===== config.mk =====
export PLATFORM = sky130hd
export DESIGN_NAME = magnetometer_heading_calibration
export DESIGN_NICKNAME = d
export VERILOG_FILES = /design/src/rtl/mhc_pkg.sv /design/src/rtl/mhc_regs.sv /design/src/rtl/mhc_ctrl.sv /design/src/rtl/mhc_dpath.sv /design/src/rtl/magnetometer_heading_calibration.sv
export SDC_FILE = /design/constraint.sdc
export NUM_CORES = 1
export LEC_CHECK = 0
export BUFFER_PORTS_ARGS = -buffer_cell sky130_fd_sc_hd__buf_2
export CAP_MARGIN = 30
export CORE_MARGIN = 10
export CORE_UTILIZATION = 40
export CTS_CLUSTER_DIAMETER = 30
export DETAILED_ROUTE_END_ITERATION = 8
export PLACE_DENSITY = 0.61
export SETUP_SLACK_MARGIN = 0.3
export SYNTH_ARGS = -nofsm -noshare
export SYNTH_HDL_FRONTEND = slang
export SYNTH_SLANG_ARGS = --single-unit

===== constraint.sdc =====
create_clock -name clk -period 8.4 [get_ports clk]
set_input_delay 0.42 -clock clk [delete_from_list [all_inputs] [get_ports clk]]
set_output_delay 0.42 -clock clk [all_outputs]
set_load 0.02 [all_outputs]

===== src/rtl/mhc_pkg.sv =====
// Shared types, constants and tables for the magnetometer heading calibration block.
`timescale 1ns / 1ps

package mhc_pkg;

    // Iterations of the vectoring CORDIC (legal range 10 to 24)
    localparam int CORDIC_STEPS_DEF = 16;
    localparam int ATAN_DEPTH       = 24;
    localparam int ATAN_IDX_W       = 5;

    // Datapath widths: differences need 17 bits, CORDIC gain grows them to under 2^18
    localparam int COR_W  = 20;
    localparam int ANG_W  = 32;
    localparam int HEAD_W = 12;
    localparam int SUM_W  = 14;

    localparam logic [HEAD_W-1:0] TENTHS_FULL = 12'd3600;

    localparam logic [15:0] MIN_SAMPLES_RST = 16'd50;
    localparam logic [15:0] COUNT_MAX       = 16'hFFFF;

    // Binary angles, 2^32 per turn
    localparam logic [ANG_W-1:0] ANG_0   = 32'h0000_0000;
    localparam logic [ANG_W-1:0] ANG_90  = 32'h4000_0000;
    localparam logic [ANG_W-1:0] ANG_180 = 32'h8000_0000;
    localparam logic [ANG_W-1:0] ANG_270 = 32'hC000_0000;

    // atan(2^-i) as binary angles
    localparam logic [ANG_W-1:0] ATAN_TAB [ATAN_DEPTH] = '{
        32'd536870912, 32'd316933406, 32'd167458907, 32'd85004756,
        32'd42667331,  32'd21354465,  32'd10679838,  32'd5340245,
        32'd2670163,   32'd1335087,   32'd667544,    32'd333772,
        32'd166886,    32'd83443,     32'd41722,     32'd20861,
        32'd10430,     32'd5215,      32'd2608,      32'd1304,
        32'd652,       32'd326,       32'd163,       32'd81
    };

    typedef enum logic [1:0] {
        OP_SAMPLE = 2'd0,
        OP_START  = 2'd1,
        OP_STOP   = 2'd2,
        OP_SAVE   = 2'd3
    } op_t;

    typedef enum logic {
        REG_MOUNT_OFFSET = 1'b0,
        REG_MIN_SAMPLES  = 1'b1
    } reg_idx_t;

    typedef enum logic [2:0] {
        ST_IDLE,
        ST_PREP,
        ST_ROTATE,
        ST_SCALE,
        ST_WRAP
    } state_t;

    typedef struct packed {
        op_t                op;
        logic signed [15:0] sample_x;
        logic signed [15:0] sample_y;
    } cmd_t;

    typedef struct packed {
        logic [HEAD_W-1:0]  heading_tenths;
        logic               cal_active;
        logic [15:0]        cal_count;
        logic signed [15:0] offset_x;
        logic signed [15:0] offset_y;
        logic               offsets_updated;
    } result_t;

    typedef struct packed {
        logic signed [12:0] mount_offset_tenths;
        logic [15:0]        min_samples;
    } cfg_t;

    typedef struct packed {
        logic update;
        logic prep;
        logic rotate;
        logic scale;
        logic load_out;
    } dp_cmd_t;

    typedef struct packed {
        logic axis_case;
        logic last_step;
    } dp_status_t;

endpackage


===== src/rtl/mhc_regs.sv =====
// Configuration register file behind the APB-style port.
`timescale 1ns / 1ps

module mhc_regs
    import mhc_pkg::*;
(
    input  logic        clk,
    input  logic        rst_n,
    input  logic        psel,
    input  logic        penable,
    input  logic        pwrite,
    input  logic [2:0]  paddr,
    input  logic [31:0] pwdata,
    output logic [31:0] prdata,
    output logic        pready,
    output cfg_t        cfg
);

    logic signed [12:0] mount_reg;
    logic [15:0]        min_samples_reg;
    logic               wr_en;
    reg_idx_t           idx;

    assign pready = 1'b1;
    assign wr_en  = psel & penable & pwrite;
    assign idx    = reg_idx_t'(paddr[2]);

    always_ff @(posedge clk or negedge rst_n)
    begin
        if (!rst_n)
        begin
            mount_reg       <= '0;
            min_samples_reg <= MIN_SAMPLES_RST;
        end
        else if (wr_en)
        begin
            case (idx)
                REG_MOUNT_OFFSET: mount_reg       <= pwdata[12:0];
                REG_MIN_SAMPLES:  min_samples_reg <= pwdata[15:0];
                default:          ;
            endcase
        end
    end

    always_comb
    begin
        case (idx)
            REG_MOUNT_OFFSET: prdata = 32'(mount_reg);
            REG_MIN_SAMPLES:  prdata = {16'b0, min_samples_reg};
            default:          prdata = '0;
        endcase
    end

    assign cfg.mount_offset_tenths = mount_reg;
    assign cfg.min_samples         = min_samples_reg;

endmodule


===== src/rtl/mhc_ctrl.sv =====
// Sequencing state machine: accept, prepare, CORDIC iterations (skipped on an axis), scale, wrap and output.
`timescale 1ns / 1ps

module mhc_ctrl
    import mhc_pkg::*;
(
    input  logic       clk,
    input  logic       rst_n,
    input  logic       cmd_valid,
    output logic       cmd_ready,
    output logic       heading_valid,
    input  logic       heading_ready,
    input  dp_status_t status,
    output dp_cmd_t    command
);

    state_t state_reg, state_next;
    logic   out_valid_reg, out_valid_next;
    logic   slot_free;

    assign slot_free = !out_valid_reg || heading_ready;

    always_ff @(posedge clk or negedge rst_n)
    begin
        if (!rst_n)
        begin
            state_reg     <= ST_IDLE;
            out_valid_reg <= 1'b0;
        end
        else
        begin
            state_reg     <= state_next;
            out_valid_reg <= out_valid_next;
        end
    end

    always_comb
    begin
        state_next = state_reg;
        case (state_reg)
            ST_IDLE:   if (cmd_valid) state_next = ST_PREP;
            ST_PREP:   state_next = status.axis_case ? ST_SCALE : ST_ROTATE;
            ST_ROTATE: if (status.last_step) state_next = ST_SCALE;
            ST_SCALE:  state_next = ST_WRAP;
            ST_WRAP:   if (slot_free) state_next = ST_IDLE;
            default:   state_next = ST_IDLE;
        endcase
    end

    always_comb
    begin
        cmd_ready        = 1'b0;
        command          = '0;
        out_valid_next   = out_valid_reg && !heading_ready;
        case (state_reg)
            ST_IDLE:
            begin
                cmd_ready      = 1'b1;
                command.update = cmd_valid;
            end
            ST_PREP:   command.prep   = 1'b1;
            ST_ROTATE: command.rotate = 1'b1;
            ST_SCALE:  command.scale  = 1'b1;
            ST_WRAP:
            begin
                command.load_out = slot_free;
                if (slot_free)
                begin
                    out_valid_next = 1'b1;
                end
            end
            default:   ;
        endcase
    end

    assign heading_valid = out_valid_reg;

endmodule


===== src/rtl/mhc_dpath.sv =====
// Calibration state, iterative CORDIC, tenths scaling, wrap and result register.
`timescale 1ns / 1ps

module mhc_dpath
    import mhc_pkg::*;
#(
    parameter int CORDIC_STEPS = CORDIC_STEPS_DEF
)
(
    input  logic       clk,
    input  logic       rst_n,
    input  cmd_t       cmd,
    input  cfg_t       cfg,
    input  dp_cmd_t    command,
    output dp_status_t status,
    output result_t    heading
);

    localparam int STEP_W = $clog2(CORDIC_STEPS);

    // Calibration state
    logic signed [15:0] last_x_reg, last_y_reg;
    logic signed [15:0] off_x_reg, off_y_reg;
    logic signed [15:0] min_x_reg, max_x_reg, min_y_reg, max_y_reg;
    logic [15:0]        count_reg;
    logic               collecting_reg;
    logic               updated_reg;

    // CORDIC and scaling
    logic signed [COR_W-1:0] x_reg, y_reg;
    logic [ANG_W-1:0]        z_reg;
    logic [STEP_W-1:0]       step_reg;
    logic [HEAD_W-1:0]       tenths_reg;
    result_t                 res_reg;

    logic signed [16:0]      sum_x, sum_y, adj_x, adj_y;
    logic signed [COR_W-1:0] dx, dy, dy_raw;
    logic                    dx_zero, dy_zero;
    logic [ANG_W-1:0]        axis_ang;
    logic [ATAN_IDX_W-1:0]   atan_idx;
    logic signed [COR_W-1:0] x_shift, y_shift;
    logic [ANG_W+HEAD_W-1:0] product;
    logic signed [SUM_W-1:0] head_sum, wrapped;
    logic                    save_ok;

    // Midpoints, halved toward zero
    assign sum_x = 17'(min_x_reg) + 17'(max_x_reg);
    assign sum_y = 17'(min_y_reg) + 17'(max_y_reg);
    assign adj_x = sum_x + $signed({16'b0, sum_x[16]});
    assign adj_y = sum_y + $signed({16'b0, sum_y[16]});
    assign save_ok = count_reg > cfg.min_samples;

    always_ff @(posedge clk or negedge rst_n)
    begin
        if (!rst_n)
        begin
            last_x_reg     <= '0;
            last_y_reg     <= '0;
            off_x_reg      <= '0;
            off_y_reg      <= '0;
            count_reg      <= '0;
            collecting_reg <= 1'b0;
            updated_reg    <= 1'b0;
        end
        else if (command.update)
        begin
            updated_reg <= 1'b0;
            case (cmd.op)
                OP_SAMPLE:
                begin
                    last_x_reg <= cmd.sample_x;
                    last_y_reg <= cmd.sample_y;
                    if (collecting_reg && count_reg != COUNT_MAX)
                    begin
                        count_reg <= count_reg + 16'd1;
                    end
                end
                OP_START:
                begin
                    collecting_reg <= 1'b1;
                    count_reg      <= '0;
                end
                OP_STOP:
                begin
                    collecting_reg <= 1'b0;
                end
                OP_SAVE:
                begin
                    collecting_reg <= 1'b0;
                    if (save_ok)
                    begin
                        off_x_reg   <= adj_x[16:1];
                        off_y_reg   <= adj_y[16:1];
                        updated_reg <= 1'b1;
                    end
                end
                default: ;
            endcase
        end
    end

    // Extrema: first sample of a run seeds them
    always_ff @(posedge clk)
    begin
        if (command.update && cmd.op == OP_SAMPLE && collecting_reg)
        begin
            if (count_reg == '0 || cmd.sample_x < min_x_reg) min_x_reg <= cmd.sample_x;
            if (count_reg == '0 || cmd.sample_x > max_x_reg) max_x_reg <= cmd.sample_x;
            if (count_reg == '0 || cmd.sample_y < min_y_reg) min_y_reg <= cmd.sample_y;
            if (count_reg == '0 || cmd.sample_y > max_y_reg) max_y_reg <= cmd.sample_y;
        end
    end

    // Vector setup and on-axis angles
    assign dx      = COR_W'(last_x_reg) - COR_W'(off_x_reg);
    assign dy_raw  = COR_W'(last_y_reg) - COR_W'(off_y_reg);
    assign dy      = -dy_raw;
    assign dx_zero = dx == '0;
    assign dy_zero = dy == '0;

    always_comb
    begin
        if (dy_zero)
        begin
            axis_ang = (dx[COR_W-1] && !dx_zero) ? ANG_180 : ANG_0;
        end
        else
        begin
            axis_ang = dy[COR_W-1] ? ANG_270 : ANG_90;
        end
    end

    assign status.axis_case = dx_zero || dy_zero;
    assign status.last_step = step_reg == STEP_W'(CORDIC_STEPS - 1);

    assign atan_idx = ATAN_IDX_W'(step_reg);
    assign x_shift  = x_reg >>> step_reg;
    assign y_shift  = y_reg >>> step_reg;

    always_ff @(posedge clk or negedge rst_n)
    begin
        if (!rst_n)
        begin
            step_reg <= '0;
        end
        else if (command.prep)
        begin
            step_reg <= '0;
        end
        else if (command.rotate)
        begin
            step_reg <= step_reg + STEP_W'(1);
        end
    end

    always_ff @(posedge clk)
    begin
        if (command.prep)
        begin
            if (status.axis_case)
            begin
                z_reg <= axis_ang;
            end
            else if (dx[COR_W-1])
            begin
                // Pre-rotate by half a turn into the right half plane
                x_reg <= -dx;
                y_reg <= -dy;
                z_reg <= ANG_180;
            end
            else
            begin
                x_reg <= dx;
                y_reg <= dy;
                z_reg <= ANG_0;
            end
        end
        else if (command.rotate)
        begin
            if (!y_reg[COR_W-1])
            begin
                x_reg <= x_reg + y_shift;
                y_reg <= y_reg - x_shift;
                z_reg <= z_reg + ATAN_TAB[atan_idx];
            end
            else
            begin
                x_reg <= x_reg - y_shift;
                y_reg <= y_reg + x_shift;
                z_reg <= z_reg - ATAN_TAB[atan_idx];
            end
        end
    end

    // Binary angle to tenths of a degree
    assign product = {{HEAD_W{1'b0}}, z_reg} * {{ANG_W{1'b0}}, TENTHS_FULL};

    always_ff @(posedge clk)
    begin
        if (command.scale)
        begin
            tenths_reg <= product[ANG_W+HEAD_W-1:ANG_W];
        end
    end

    // Add mount offset and wrap into one turn
    assign head_sum = $signed({2'b00, tenths_reg}) + SUM_W'(cfg.mount_offset_tenths);

    always_comb
    begin
        if (head_sum >= $signed({1'b0, TENTHS_FULL, 1'b0}))
        begin
            wrapped = head_sum - $signed({1'b0, TENTHS_FULL, 1'b0});
        end
        else if (head_sum >= $signed({2'b00, TENTHS_FULL}))
        begin
            wrapped = head_sum - $signed({2'b00, TENTHS_FULL});
        end
        else if (head_sum < -$signed({2'b00, TENTHS_FULL}))
        begin
            wrapped = head_sum + $signed({1'b0, TENTHS_FULL, 1'b0});
        end
        else if (head_sum[SUM_W-1])
        begin
            wrapped = head_sum + $signed({2'b00, TENTHS_FULL});
        end
        else
        begin
            wrapped = head_sum;
        end
    end

    always_ff @(posedge clk)
    begin
        if (command.load_out)
        begin
            res_reg.heading_tenths  <= wrapped[HEAD_W-1:0];
            res_reg.cal_active      <= collecting_reg;
            res_reg.cal_count       <= count_reg;
            res_reg.offset_x        <= off_x_reg;
            res_reg.offset_y        <= off_y_reg;
            res_reg.offsets_updated <= updated_reg;
        end
    end

    assign heading = res_reg;

endmodule


===== src/rtl/magnetometer_heading_calibration.sv =====
// Magnetometer heading with hard-iron calibration: top level.
// A result passes setup, CORDIC rotation (skipped on an axis), scaling and wrap before it is valid.
// A new transaction is taken only once the last one has left its wrap stage; the iterative CORDIC
// rotates once per cycle, and a waiting result holds the next item in its
// wrap stage until the output register drains.
// Reset: rst_n is asynchronous, active low; clears offsets, count, calibration flag and
// the output valid, and loads mount offset 0 and min_samples 50.
`timescale 1ns / 1ps

module magnetometer_heading_calibration
    import mhc_pkg::*;
#(
    parameter int CORDIC_STEPS = CORDIC_STEPS_DEF
)
(
    input  logic        clk,
    input  logic        rst_n,

    // Command and sample transactions
    input  logic        cmd_valid,
    output logic        cmd_ready,
    input  cmd_t        cmd,

    // Heading result transactions
    output logic        heading_valid,
    input  logic        heading_ready,
    output result_t     heading,

    // Configuration port
    input  logic        psel,
    input  logic        penable,
    input  logic        pwrite,
    input  logic [2:0]  paddr,
    input  logic [31:0] pwdata,
    output logic [31:0] prdata,
    output logic        pready
);

    cfg_t       cfg;
    dp_cmd_t    command;
    dp_status_t status;

    // Register file: mount offset at 0x0, minimum sample count at 0x4
    mhc_regs u_regs (
        .clk     (clk),
        .rst_n   (rst_n),
        .psel    (psel),
        .penable (penable),
        .pwrite  (pwrite),
        .paddr   (paddr),
        .pwdata  (pwdata),
        .prdata  (prdata),
        .pready  (pready),
        .cfg     (cfg)
    );

    // Controller: takes one transaction at a time while idle, steps the datapath
    // through setup, rotation (skipped on an axis), scaling and wrap, then hands the result to the
    // output register as soon as that register is free or being drained.
    mhc_ctrl u_ctrl (
        .clk           (clk),
        .rst_n         (rst_n),
        .cmd_valid     (cmd_valid),
        .cmd_ready     (cmd_ready),
        .heading_valid (heading_valid),
        .heading_ready (heading_ready),
        .status        (status),
        .command       (command)
    );

    // Datapath: calibration tracking, vectoring CORDIC, tenths scaling, offset wrap and the
    // result register that decouples the output side.
    mhc_dpath #(
        .CORDIC_STEPS (CORDIC_STEPS)
    ) u_dpath (
        .clk     (clk),
        .rst_n   (rst_n),
        .cmd     (cmd),
        .cfg     (cfg),
        .command (command),
        .status  (status),
        .heading (heading)
    );

endmodule

; Yosys cells after proc, flatten, opt, wreduce, memory -nomap -nowiden
; Memory sizes are Yosys's and may differ from the RTL's.
; Cells that the tools add are included.
[classes]
n_mul = 1
bitwise = 4
n_addsub = 22
n_shift = 2
n_eq_ne = 14
order_cmp = 9
n_mux = 45
reduce_logical = 35
[ops]
columns = operator, n
row1 = 32-bit 2-to-1 mux, 10
row2 = 20-bit 2-to-1 mux, 10
row3 = 32-bit case mux with 2 select lines, 1
row4 = 20-bit negator, 3
row5 = 16-bit greater-than comparator, 3
row6 = 12-bit 2-to-1 mux, 4
row7 = 20-bit adder, 2
row8 = 20-bit logical NOT, 2
row9 = "32-bit by 8-bit multiplier with 40-bit output, second input constant", 1
row10 = 20-bit by 4-bit >>> shifter with 20-bit output, 2
row11 = 20-bit subtractor, 2
row12 = 16-bit by 16-bit adder with 17-bit output, 2
row13 = 17-bit by 2-bit adder with 17-bit output, 2
row14 = 16-bit by 16-bit subtractor with 17-bit output, 2
row15 = 32-bit adder, 1
row16 = 16-bit < comparator, 2
row17 = 16-bit case mux with 2 select lines, 1
row18 = 32-bit subtractor, 1
row19 = 2-bit AND reduction, 9
row20 = "16-bit by 1-bit adder with 16-bit output, second input constant", 1
row21 = 16-bit logical NOT, 1
row22 = 16-bit 2-to-1 mux, 1
row23 = "16-bit != test, second input constant", 1
row24 = 3-bit case mux with 5 select lines, 1
row25 = 33 further kinds, 67
[word_totals]
input_bits = 76
mem_count = 1
romBits = 1024
ff_bits = 329
[memory_table]
columns = memory, depth, width, read_ports, rd_clocked_by_memory_dff, write_ports, line
row1 = (name not given), 32, 32, 1, 0, 0, mhc_dpath.sv:184  ; z_reg <= z_reg + ATAN_TAB[atan_idx];

; Longest topological paths before layout
; Gate-level depths: netlist of the first run.
[depth]
ltp_word = 8
depth_mapped = 29

; Cells and area by module
; A second synthesis of the first run with hierarchy kept.
[unflattened]
hier_cells = 3123
hier_area_um2 = 29976.2
[modules_own_cells]
columns = module, instances, cells_each, area_per_inst_um2, seq_area_each_um2
row1 = mhc_dpath, 1, 2996, 28195.8, 8458.1
row2 = mhc_regs, 1, 103, 1514.0, 729.4
row3 = mhc_ctrl, 1, 24, 266.5, 100.1

; Worst setup path before layout of the first run
; No wires, ideal clock.
[synth_timing]
path_kind = register to register
startpoint = reg u_dpath.step_reg[0]
endpoint = reg u_dpath.z_reg[31] (data pin)
arrival_ns = 5.467
n_path_buf = 5
path_slack_ns = 2.663
path_stages_with_launch = 29
setup_ns = 0.270
synth_period_minus_slack_ns = 5.737
path_cell_list = dfrtp_1 -> buf_6 -> buf_2 -> buf_2 -> inv_1 -> ha_1 -> clkbuf_1 -> nor2_1 -> nand3b_1 -> o21ai_0 -> nor4_1 -> and2_1 -> and3_1 -> a41oi_1 -> buf_2 -> xor2_1 -> ha_1 -> and3_1 -> a221oi_1 -> o21ai_0 -> or3_1 -> o221ai_1 -> nand2b_1 -> a21oi_1 -> o21ai_0 -> a31oi_1 -> o21ai_0 -> xnor2_1 -> a21oi_1
[synth_between]
elab_chain_cells = 8
elab_cells_between_ends = 9
cone_classes = 2 x add/sub / 5 x mux / 1 x bitwise / 1 x memory
[synth_rtl]
columns = item, line
row1 = from (decl), mhc_dpath.sv:32  ; logic [STEP_W-1:0] step_reg;
row2 = from (signal assigned), mhc_dpath.sv:152  ; step_reg <= step_reg + STEP_W'(1);
row3 = 4-bit inverter with 6-bit output (implied by the code) *, "mhc_dpath.sv:184, mhc_dpath.sv:190"
row4 = memory read 32 x 32 bit *, n/a
row5 = 32-bit 2-to-1 mux (implied by the code) * (2 in a row), mhc_dpath.sv:184
row6 = 32-bit adder or 32-bit subtractor (tied branches), "mhc_dpath.sv:184, mhc_dpath.sv:190"
row7 = 32-bit 2-to-1 mux *, mhc_dpath.sv:180  ; if (!y_reg[COR_W-1])
row8 = 32-bit 2-to-1 mux *, mhc_dpath.sv:178  ; else if (command.rotate)
row9 = 32-bit 2-to-1 mux *, mhc_dpath.sv:158  ; if (command.prep)
row10 = to (signal assigned), mhc_dpath.sv:162  ; z_reg <= axis_ang;
row11 = to (signal assigned), mhc_dpath.sv:184
row12 = to (signal assigned), mhc_dpath.sv:190  ; z_reg <= z_reg - ATAN_TAB[atan_idx];
row13 = to (decl), mhc_dpath.sv:31  ; logic [ANG_W-1:0] z_reg;
; Every way passes the cells marked *; elsewhere a longest branch is shown, timed or not. The select of a mux whose other input is x is not followed.
; A chain may end at the register's enable or synchronous reset.

; Worst setup path after layout of the first run
[layout_timing]
startpoint = reg u_dpath.step_reg[1]
endpoint = reg u_dpath.z_reg[31] (data pin)
; The elaborated chain is that of the path after synthesis.

==> results.md, run 1 <==
- CTS root buf: clkbuf_16
- Per-cell routed wire length: 16.98 um
- # IOs: 173
- Critical path type: reg -> reg
- Max reg flops: 62
- FILL cells: 7006
- Most common cell after layout, fill and taps aside: ha_1
- Inst Count DP: 4204
- Slowest cell on the critical path: dfrtp_1
- Post-detail-place hpwl: 56370 um
- Post-route ant nets: 0
- Setup crit start kind: flop
- Period minus WS final: 6.561 ns
- H-tree Lvls: 3
- Synthesized area per cell: 9.363 um^2
- Final cell count without fillers: 4377
- Vias in the first global route: 23.37k
- CTS resizes: 0
- Total CTS buffers: 86
- Max clock buf depth: 3
- Final core utilization: 0.4717
- Number of synthesized flops with an enable pin: 210
- CP delay by family, top: compound AO/OA/AOI/OAI gates
- GRT Resource Usage Total: 0.1722
- Share of the synthesized area in the top cell type: 0.2120
- Critical-path cell list: inv_2 > ha_1 > a21oi_1 > nand2_1 > o21ai_0 > nor4_1 > and2_1 > and3_1 > a41oi_1 > buf_4 > xor2_1 > ha_1 > and3_1 > a221oi_1 > o21ai_0 > or3_1 > o221ai_1 > nand2b_1 > a21oi_1 > o21ai_0 > a31oi_1 > o21ai_0 > xnor2_1 > a21oi_1
- Layout area overhead: 16.29%
- Routed WL: 74320 um
- Pin count of the biggest net entering global routing: 68
- Status: complete, no violations
- Number of synthesized register bits: 329
- WP buf/inv: 2
- Area leader, netlist: edfxtp_1
- Pins Over Slew Limit: 0
- Hold crit path type: in -> reg
- Post-synthesis async set-or-reset flop share: 0.3617
- R2r startpoint: u_dpath.step_reg[1]$_DFFE_PN0P_
- 1st-iter DRT viols: 1278
- CTS Sinks: 329
- Hold Crit Start: pwdata[4]
- Layout cells sized above 1: 0.1480
- Mapped Cells: 3177
- Synth cell types: 99
- Clock transition at path regs: 0.04 ns
- Finished layout cell area: 34590 um^2
- IO Port Bufs: 153
- Final hold violations: 0
- Reg2reg path depth: 24
- Ant. Diodes: 0
- Syn nets: 3666
- Worst-Skew Late Latency: 0.63 ns
- Slew Limit Headroom: 0.3600
- Layout Nets: 3834
- Worst hold path depth: 2
- Synth Cell Area: 29750 um^2
- RSZ-0062 raised after global routing: false
- Skew final: 0.04252 ns
- Worst Setup SP: u_dpath.step_reg[1]$_DFFE_PN0P_
- Worst Hold End: u_regs.mount_reg[4]$_DFFE_PN0P_
- DRT Pass-1 Iters: 5
- Crit path arrival time: 6.87 ns
- Die width: 292.7 um
- Reg2Reg Setup Slack: 1.84 ns
- Initial antenna violation count: 0
- CP peak stage delay: 0.92 ns
- Fmax: 152.4 MHz
- Die area: 85680 um^2
- Crit-path most repeated cell: o21ai_0
- Post-route DRC violation count: 0
- Tightest Pin Transition: 0.9358 ns
- Die Height: 292.7 um
- Final worst-path cycle share: 0.7811
- Total gr overflow: 0
- Setup_tns: 0 ns
- Yosys warns: 0
- DP Area: 31490 um^2
- GPL Wtd Cong: 0.8968
- Capturing point of the worst reg2reg path: u_dpath.z_reg[31]$_DFFE_PP_
- First-pass GRT wire length: 122200 um
- Area contributors post-synth: edfxtp_1, ha_1, dfrtp_1
- Crit path capture type: flop
- CTS tree: built
- Required time worst endpoint: 8.71 ns
- Core box area: 73330 um^2
- Post-synth top flop: edfxtp_1
- Setup-failing EPs final: 0
- Row count: 99
- CP max FO: 22
- Register area share after synthesis: 0.3122
- Initial Util: 0.4057
- Commonest non-fill, non-tap cells in the layout: ha_1, inv_1, nor2_1
- Routed via count: 23.37k
- Max-Cap Viols: 0
- Vias/cell: 5.340
worst max path at each step:
stage	to	slack [ns]	cells after the start
2_1_floorplan	u_dpath.z_reg[31]$_DFFE_PP_	2.66	28
5_1_grt	u_dpath.z_reg[31]$_DFFE_PP_	1.14	24
3_5_place_dp	u_dpath.z_reg[31]$_DFFE_PP_	1.89	24
3_3_place_gp	u_dpath.z_reg[31]$_DFFE_PP_	1.91	24
6_report	u_dpath.z_reg[31]$_DFFE_PP_	1.84	24
4_1_cts	u_dpath.z_reg[31]$_DFFE_PP_	1.86	24
worst reg2reg max path, delay by kind of cell, from the launching register on:
kind | cells | cell delay, ns
buf+inv | 2 | 0.53
simple gates | 7 | 1.56
fa+ha+maj | 2 | 0.89
xor+xnor | 2 | 0.36
compound gates | 11 | 2.03
flops | 1 | 0.92
cells in the mapped netlist (35+ instances only):
library cell	count
inv_1	303
a21o_1	63
xor2_1	100
nor2_1	283
ha_1	350
edfxtp_1	210
o21ai_0	182
mux4_2	35
a21oi_1	254
nand2_1	206
nand3_1	45
nor3_1	57
nor2b_1	44
mux2_2	84
fa_1	63
nand2b_1	50
xnor2_1	165
dfrtp_1	116
clkbuf_1	72
nand4_1	36
per-stage QoR:
stage / hold slack [ns] / worst slack (ns)
after floorplan: 0.1244 / 2.663
after global placement: 0.3973 / 1.911
after detailed placement: 0.3990 / 1.888
after CTS: 0.002370 / 1.864
after global routing: 0.02033 / 1.141
final: 0.04873 / 1.839
cell families (layout without fill, tap and decap cells):
group	after synthesis	count (layout)	synth area share
buffers and inverters	418	659	0.05573
and+or+nand+nor	863	863	0.1411
AOI/OAI and AO/OA	739	739	0.1544
muxes	149	149	0.06881
adders and majority gates	413	413	0.1896
xor gates and xnor gates	265	265	0.07802
other	1	1	0.0001261
DFF	329	329	0.3122
cell type report:
type / count / area (um^2) / share of cell area
multi-input cells: 2430 / 18860 / 0.5451
clock inverters: 57 / 596.8 / 0.01725
clock buffers: 104 / 2342 / 0.06771
repair buffers: 192 / 1157 / 0.03346
inverters: 306 / 1149 / 0.03320
well taps: 959 / 1200 / 0.03469
flip-flops and latches: 329 / 9291 / 0.2686
repair_timing:
item	4_1_cts	5_1_grt
setup buffers	0	0
endpoints found under the setup margin	0	0
hold buffers	9	0
hold endpoints to repair	62	0
layer usage:
layer,global-route usage,vias to the layer above,part of all wire
li1,-,11690,-
met1,0.2177,11090,0.45
met2,0.2962,486,0.48
met3,0.03102,102,0.048
met4,0.05030,0,0.021
met5,0,-,0
Power of run 1 is left out: the tool's default activity adds up to more than one toggle a clock period on the data nets, which glitch-free logic cannot reach.
==> inputs of run 2 (changes only) <==
--- a/config.mk
+++ b/config.mk
@@ -5,6 +5,7 @@
 export SDC_FILE = /design/constraint.sdc
 export NUM_CORES = 1
 export LEC_CHECK = 0
+export ABC_AREA = 1
 export BUFFER_PORTS_ARGS = -buffer_cell sky130_fd_sc_hd__buf_2
 export CAP_MARGIN = 30
 export CORE_MARGIN = 10
==> constraint.sdc (replaced) <==
create_clock -name clk -period 6.1 [get_ports clk]
set_input_delay 0.305 -clock clk [delete_from_list [all_inputs] [get_ports clk]]
set_output_delay 0.305 -clock clk [all_outputs]
set_load 0.02 [all_outputs]
==> results.md, run 2 <==
- Status: complete, no violations (unchanged)
- Worst Setup SP: u_dpath.step_reg[1]$_DFFE_PN0P_ (unchanged)
- Max clock buf depth: 3 (unchanged)
- Routed WL: 80930 um (was 74320 um)
- CP peak stage delay: 0.57 ns (was 0.92 ns)
- Setup Fix Bufs, Post-CTS: 0 (unchanged)
- Crit-path most repeated cell: inv_1 (was o21ai_0)
- Die width: 299.9 um (was 292.7 um)
- Core box area: 77590 um^2 (was 73330 um^2)
- RSZ-0062 raised after global routing: false (unchanged)
- CTS root buf: clkbuf_16 (unchanged)
- Pins Over Slew Limit: 0 (unchanged)
- Syn nets: 4648 (was 3666)
- Reg2reg path depth: 24 (unchanged)
- Count leader, synth: nand2_1 (was ha_1)
- CP delay by family, top: simple AND/OR/NAND/NOR gates (was compound AO/OA/AOI/OAI gates)
- Commonest cells in the netlist: nand2_1, inv_1, ha_1 (was ha_1, inv_1, nor2_1)
- Initial antenna violation count: 0 (unchanged)
- IO Port Bufs: 153 (unchanged)
- Tightest Pin Transition: 0.9806 ns (was 0.9358 ns)
- Die Height: 299.9 um (was 292.7 um)
- Area leader, netlist: edfxtp_1 (unchanged)
- Area contributors post-synth: edfxtp_1, ha_1, nand2_1 (was edfxtp_1, ha_1, dfrtp_1)
- First-pass GRT wire length: 134000 um (was 122200 um)
- # IOs: 173 (unchanged)
- Hold crit path type: in -> reg (unchanged)
- Crit path arrival time: 5.60 ns (was 6.87 ns)
- Worst-Skew Late Latency: 0.62 ns (was 0.63 ns)
- Critical path type: reg -> reg (unchanged)
- DRT Pass-1 Iters: 5 (unchanged)
- GRT Resource Usage Total: 0.1776 (was 0.1722)
- Layout cells sized above 1: 0.1045 (was 0.1480)
- Most common cell after layout, fill and taps aside: nand2_1 (was ha_1)
- CP max FO: 29 (was 22)
- Critical-path cell list: inv_1 > buf_4 > nand2_1 > inv_1 > o22ai_1 > ha_1 > inv_1 > nor3_1 > nand2_1 > o31ai_4 > nand2_4 > xnor2_1 > ha_1 > nand2_1 > inv_1 > a21oi_1 > inv_1 > o21ai_0 > o211ai_1 > a41oi_1 > or2_2 > nand3_1 > nand2_1 > nor2_1 (was inv_2 > ha_1 > a21oi_1 > nand2_1 > o21ai_0 > nor4_1 > and2_1 > and3_1 > a41oi_1 > buf_4 > xor2_1 > ha_1 > and3_1 > a221oi_1 > o21ai_0 > or3_1 > o221ai_1 > nand2b_1 > a21oi_1 > o21ai_0 > a31oi_1 > o21ai_0 > xnor2_1 > a21oi_1)
- Layout area overhead: 15.94% (was 16.29%)
- Post-route DRC violation count: 0 (unchanged)
- Slowest cell on the critical path: dfrtp_1 (unchanged)
- Skew final: 0.02419 ns (was 0.04252 ns)
- Post-detail-place hpwl: 64320 um (was 56370 um)
- Initial Util: 0.4038 (was 0.4057)
- Clock transition at path regs: 0.04 ns (about the same)
- Final worst-path cycle share: 0.8601 (was 0.7811)
- Crit path capture type: flop (unchanged)
- Share of the synthesized area in the top cell type: 0.2012 (was 0.2120)
- CP Capture Point: u_dpath.z_reg[28]$_SDFFCE_PP0P_ (was u_dpath.z_reg[31]$_DFFE_PP_)
- Max-Cap Viols: 0 (unchanged)
- Synth cell types: 71 (was 99)
- WP buf/inv: 6 (was 2)
- CTS tree: built (unchanged)
- Number of synthesized register bits: 329 (unchanged)
- H-tree Lvls: 3 (unchanged)
- Vias in the first global route: 27.25k (was 23.37k)
- Row count: 102 (was 99)
- Setup crit start kind: flop (unchanged)
- Final hold violations: 0 (unchanged)
- CTS Sinks: 329 (unchanged)
- Commonest non-fill, non-tap cells in the layout: nand2_1, inv_1, ha_1 (was ha_1, inv_1, nor2_1)
- Register area share after synthesis: 0.2964 (was 0.3122)
- Setup_tns: 0 ns (unchanged)
- Post-synthesis async set-or-reset flop share: 0.3617 (unchanged)
- Number of synthesized flops with an enable pin: 210 (unchanged)
- Setup-failing EPs final: 0 (unchanged)
- Period minus WS final: 5.246 ns (was 6.561 ns)
- Post-synth top flop: edfxtp_1 (unchanged)
- Synthesized area per cell: 7.535 um^2 (was 9.363 um^2)
- Ant. Diodes: 0 (unchanged)
- Layout Nets: 4864 (was 3834)
- 1st-iter DRT viols: 1308 (was 1278)
- Worst path depth: 24 (unchanged)
- Yosys warns: 0 (unchanged)
- Required time worst endpoint: 6.45 ns (was 8.71 ns)
- Reg2Reg Setup Slack: 0.85 ns (was 1.84 ns)
- Routed via count: 27.68k (was 23.37k)
- Mapped Cells: 4159 (was 3177)
- Synth Cell Area: 31340 um^2 (was 29750 um^2)
- Fmax: 190.6 MHz (was 152.4 MHz)
- Total CTS buffers: 82 (was 86)
- Pin count of the biggest net entering global routing: 63 (was 68)
- Capturing point of the worst reg2reg path: u_dpath.z_reg[28]$_SDFFCE_PP0P_ (was u_dpath.z_reg[31]$_DFFE_PP_)
- Vias/cell: 5.049 (was 5.340)
- GPL Wtd Cong: 0.9269 (was 0.8968)
- Die area: 89940 um^2 (was 85680 um^2)
- R2r startpoint: u_dpath.step_reg[1]$_DFFE_PN0P_ (unchanged)
- Max reg flops: 62 (unchanged)
- Per-cell routed wire length: 14.76 um (was 16.98 um)
- Total gr overflow: 0 (unchanged)
- Post-route ant nets: 0 (unchanged)
- Slew Limit Headroom: 0.3462 (was 0.3600)
==> run 2: cell types whose count changed after synthesis, moves of 53 or more <==
cell / previous run / this run
mux2_2: 84 / 29
nand3_1: 45 / 195
nand2_1: 206 / 962
a21o_1: 63 / 10
o21ai_0: 182 / 291
xnor2_1: 165 / 38
o21ai_1: 3 / 61
inv_1: 303 / 669
==> run 2: metrics by stage <==
step	area [um^2]	std cells	hold slack (ns)	setup WS, ns	utilization
after floorplan	31340	4159	0.009409	1.373	-
after global placement	33120	5280	0.2839	1.061	0.4268
after detailed placement	33130	5281	0.2865	0.9644	0.4270
after CTS	36330	5482	0.03874	0.9339	0.4682
after global routing	36330	5482	0.07657	0.4982	0.4682
final	36330	5482	0.07753	0.8537	0.4682
==> run 2: how the worst min path moves through the flow <==
| stage | start | end | slack [ns] | cells past startpoint |
|---|---|---|---|---|
| 5_1_grt | cmd[33] | u_dpath.collecting_reg$_DFFE_PN0P_ | 0.08 | 4 |
| 2_1_floorplan | rst_n | u_ctrl.heading_valid$_DFF_PN0_ | 0.009 | 0 |
| 4_1_cts | cmd[33] | u_dpath.collecting_reg$_DFFE_PN0P_ | 0.04 | 4 |
| 3_3_place_gp | rst_n | u_dpath.last_y_reg[13]$_DFFE_PN0P_ | 0.28 | 1 |
| 6_report | cmd[33] | u_dpath.collecting_reg$_DFFE_PN0P_ | 0.08 | 4 |
| 3_5_place_dp | rst_n | u_dpath.last_y_reg[12]$_DFFE_PN0P_ | 0.29 | 1 |
==> run 2: timing repair <==
action,4_1_cts,5_1_grt
hold buffers,50,0
hold endpoints to repair,156,0
resized for setup,0,0
setup endpoints to repair,0,0
==> run 2: cell families after synthesis <==
group	after synthesis	share of synthesized area
flops	329	0.2964
fa+ha+maj	413	0.1800
buf+inv	778	0.09742
xor+xnor	155	0.04548
other cells	1	0.0001197
mux	31	0.01106
simple gates	1654	0.2275
compound gates	798	0.1421
==> run 2: worst reg2reg max path, cell delays in order, from the launching register on <==
cell and delay, ns:
dfrtp_1 0.57, inv_1 0.11, buf_4 0.25, nand2_1 0.33
inv_1 0.25, o22ai_1 0.28, ha_1 0.19, inv_1 0.05
nor3_1 0.26, nand2_1 0.16, o31ai_4 0.30, nand2_4 0.17
xnor2_1 0.27, ha_1 0.33, nand2_1 0.15, inv_1 0.05
a21oi_1 0.20, inv_1 0.08, o21ai_0 0.18, o211ai_1 0.11
a41oi_1 0.34, or2_2 0.19, nand3_1 0.07, nand2_1 0.07
nor2_1 0.05
==> run 2: per-layer routing <==
metal | vias to the layer above | GRT usage | wire [um]
met3 | 131 | 0.02350 | 2841
li1 | 14270 | - | -
met5 | - | 0 | 0
met1 | 12790 | 0.2242 | 36950
met4 | 0 | 0.05597 | 2202
met2 | 492 | 0.3104 | 38940
==> run 2: layout make-up <==
cell class,instances,area (um^2)
multi-input combinational,3052,19030
timing repair buffer,225,1441
inverter,685,2571
clock buffer,110,2302
tap,1040,1301
sequential,329,9288
fill,7849,41260
clock inverter,41,396.6
Power of run 2 is left out for the same reason.
==> inputs of run 3 (changes only) <==
--- a/config.mk
+++ b/config.mk
@@ -12,8 +12,10 @@
 export CORE_UTILIZATION = 40
 export CTS_CLUSTER_DIAMETER = 30
 export DETAILED_ROUTE_END_ITERATION = 8
+export GPL_TIMING_DRIVEN = 0
 export PLACE_DENSITY = 0.61
 export SETUP_SLACK_MARGIN = 0.3
+export SLEW_MARGIN = 25
 export SYNTH_ARGS = -nofsm -noshare
 export SYNTH_HDL_FRONTEND = slang
 export SYNTH_SLANG_ARGS = --single-unit
==> results.md, run 3 (synthesis results as in run 2) <==
- Layout cells sized above 1: 0.1133 (was 0.1045)
- CP peak stage delay: 0.56 ns (was 0.57 ns)
- Pin count of the biggest net entering global routing: 62 (was 63)
- Met1 Wirelength: 39820 um (was 36950 um)
- Worst-Skew Late Latency: 0.64 ns (was 0.62 ns)
- Clock transition at path regs: 0.04 ns (about the same)
- Die width: 299.9 um (unchanged)
- Routed via count: 28.53k (was 27.68k)
- WL met2: 44450 um (was 38940 um)
- First-pass GRT wire length: 146900 um (was 134000 um)
- Max-Cap Viols: 0 (unchanged)
- Vias/cell: 5.125 (was 5.049)
- Routed WL: 91650 um (was 80930 um)
- Total CTS buffers: 82 (unchanged)
- Initial antenna violation count: 0 (unchanged)
- Crit path capture type: flop (unchanged)
- CTS Sinks: 329 (unchanged)
- Final worst-path cycle share: 0.8784 (was 0.8601)
- Inst Count DP: 5364 (was 5281)
- FILL cells: 7801 (was 7849)
- Status: complete, no violations (unchanged)
- Commonest non-fill, non-tap cells in the layout: nand2_1, inv_1, ha_1 (unchanged)
- Setup-failing EPs final: 0 (unchanged)
- Row count: 102 (unchanged)
- Required time worst endpoint: 6.46 ns (was 6.45 ns)
- GRT Resource Usage Total: 0.2009 (was 0.1776)
- Vias in the first global route: 28.07k (was 27.25k)
- Post-route DRC violation count: 0 (unchanged)
- DRT Pass-1 Iters: 6 (was 5)
- Per-cell routed wire length: 16.47 um (was 14.76 um)
- Met3 wire length: 4280 um (was 2841 um)
- Slew Limit Headroom: 0.3051 (was 0.3462)
- CTS tree: built (unchanged)
- FF+latch area: 9288 um^2 (unchanged)
- IO Port Bufs: 153 (unchanged)
- Final cell count without fillers: 5566 (was 5482)
- Layout area overhead: 18.19% (was 15.94%)
- Die Height: 299.9 um (unchanged)
- Final hold violations: 0 (unchanged)
- Crit path arrival time: 5.72 ns (was 5.60 ns)
- GPL Wtd Cong: 1.005 (was 0.9269)
- Max reg flops: 62 (unchanged)
- Hold crit path type: in -> reg (unchanged)
- H-tree Lvls: 3 (unchanged)
- Post-route ant nets: 0 (unchanged)
- Skew final: 0.03293 ns (was 0.02419 ns)
- Critical path type: reg -> reg (unchanged)
- Core box area: 77590 um^2 (unchanged)
- Crit-path most repeated cell: inv_1 (unchanged)
- Most common cell after layout, fill and taps aside: nand2_1 (unchanged)
- CP max FO: 11 (was 29)
- Tightest Pin Transition: 1.042 ns (was 0.9806 ns)
- Max clock buf depth: 3 (unchanged)
- RSZ-0062 raised after global routing: false (unchanged)
- Pins Over Slew Limit: 0 (unchanged)
- Setup crit start kind: flop (unchanged)
- # IOs: 173 (unchanged)
- Total gr overflow: 0 (unchanged)
- Slowest cell on the critical path: dfrtp_1 (unchanged)
- Period minus WS final: 5.358 ns (was 5.246 ns)
- Fmax: 186.6 MHz (was 190.6 MHz)
- Post-detail-place hpwl: 73730 um (was 64320 um)
- 1st-iter DRT viols: 1680 (was 1308)
- Ant. Diodes: 0 (unchanged)
- Area of the multi-input gates: 19050 um^2 (was 19030 um^2)
- Die area: 89940 um^2 (unchanged)
- Initial Util: 0.4038 (unchanged)
- Top sig layer: met4 (unchanged)
- CTS root buf: clkbuf_16 (unchanged)
- Layout Nets: 4948 (was 4864)
[run 3: cell type report]
class	instances	share of cell area
buffer	93	0.01314
clock buffer	104	0.06071
clock inverter	47	0.01605
inverter	685	0.06942
multi-input combinational	3052	0.5142
sequential	329	0.2508
tap	1040	0.03513
timing repair buffer	216	0.04054
[run 3: layer usage]
layer | GRT usage | vias to the layer above
met4 | 0.07466 | 0
met2 | 0.3510 | 684
met3 | 0.02731 | 178
met5 | 0 | -
met1 | 0.2492 | 13220
li1 | - | 14440
[run 3: what timing repair did]
item | 4_1_cts | 5_1_grt
hold buffers | 50 | 0
buffers inserted | 0 | 0
gates resized for setup | 0 | 7
setup endpoints to repair | 0 | 9
endpoints found under the hold margin | 170 | 0
[run 3: final timing paths]
kind                                              startpoint                                    end  slack [ns]  depth (start not counted)
max                          u_dpath.step_reg[0]$_DFFE_PN0P_        u_dpath.z_reg[28]$_SDFFCE_PP0P_        0.74                         28
min                                                  cmd[33]     u_dpath.collecting_reg$_DFFE_PN0P_        0.06                          4
max reg2reg                  u_dpath.step_reg[0]$_DFFE_PN0P_        u_dpath.z_reg[28]$_SDFFCE_PP0P_        0.74                         28
min reg2reg                u_dpath.off_y_reg[15]$_DFFE_PN0P_          u_dpath.heading[16]$_DFFE_PP_        0.45                          0
max in group asynchronous                              rst_n  u_regs.min_samples_reg[1]$_DFFE_PN1P_        5.20                          3
min in group asynchronous                              rst_n     u_dpath.last_y_reg[12]$_DFFE_PN0P_        0.17                          2
[run 3: metrics by stage]
| step | area, um^2 | setup TNS [ns] | hold slack [ns] | worst slack [ns] | utilization |
|---|---|---|---|---|---|
| floorplan | 31340 | 0 | 0.009409 | 1.373 | - |
| global placement | 33400 | -13.00 | 0.4329 | -0.3324 | 0.4305 |
| detailed placement | 33670 | 0 | 0.2510 | 0.5234 | 0.4340 |
| CTS | 37020 | 0 | 0.03501 | 0.4924 | 0.4771 |
| global route | 37040 | 0 | 0.06133 | 0.3672 | 0.4773 |
| finish | 37040 | 0 | 0.06413 | 0.7420 | 0.4773 |
[run 3: worst max-delay path, delay by kind of cell (launching register included)]
family	cells	cell delay, ns
AND/OR/NAND/NOR	9	1.33
buffers and inverters	8	0.84
adder cells (fa/ha/maj)	3	0.70
AO/OA/AOI/OAI	7	1.41
XOR/XNOR	1	0.24
flip-flops	1	0.56
Power of run 3 is left out for the same reason.
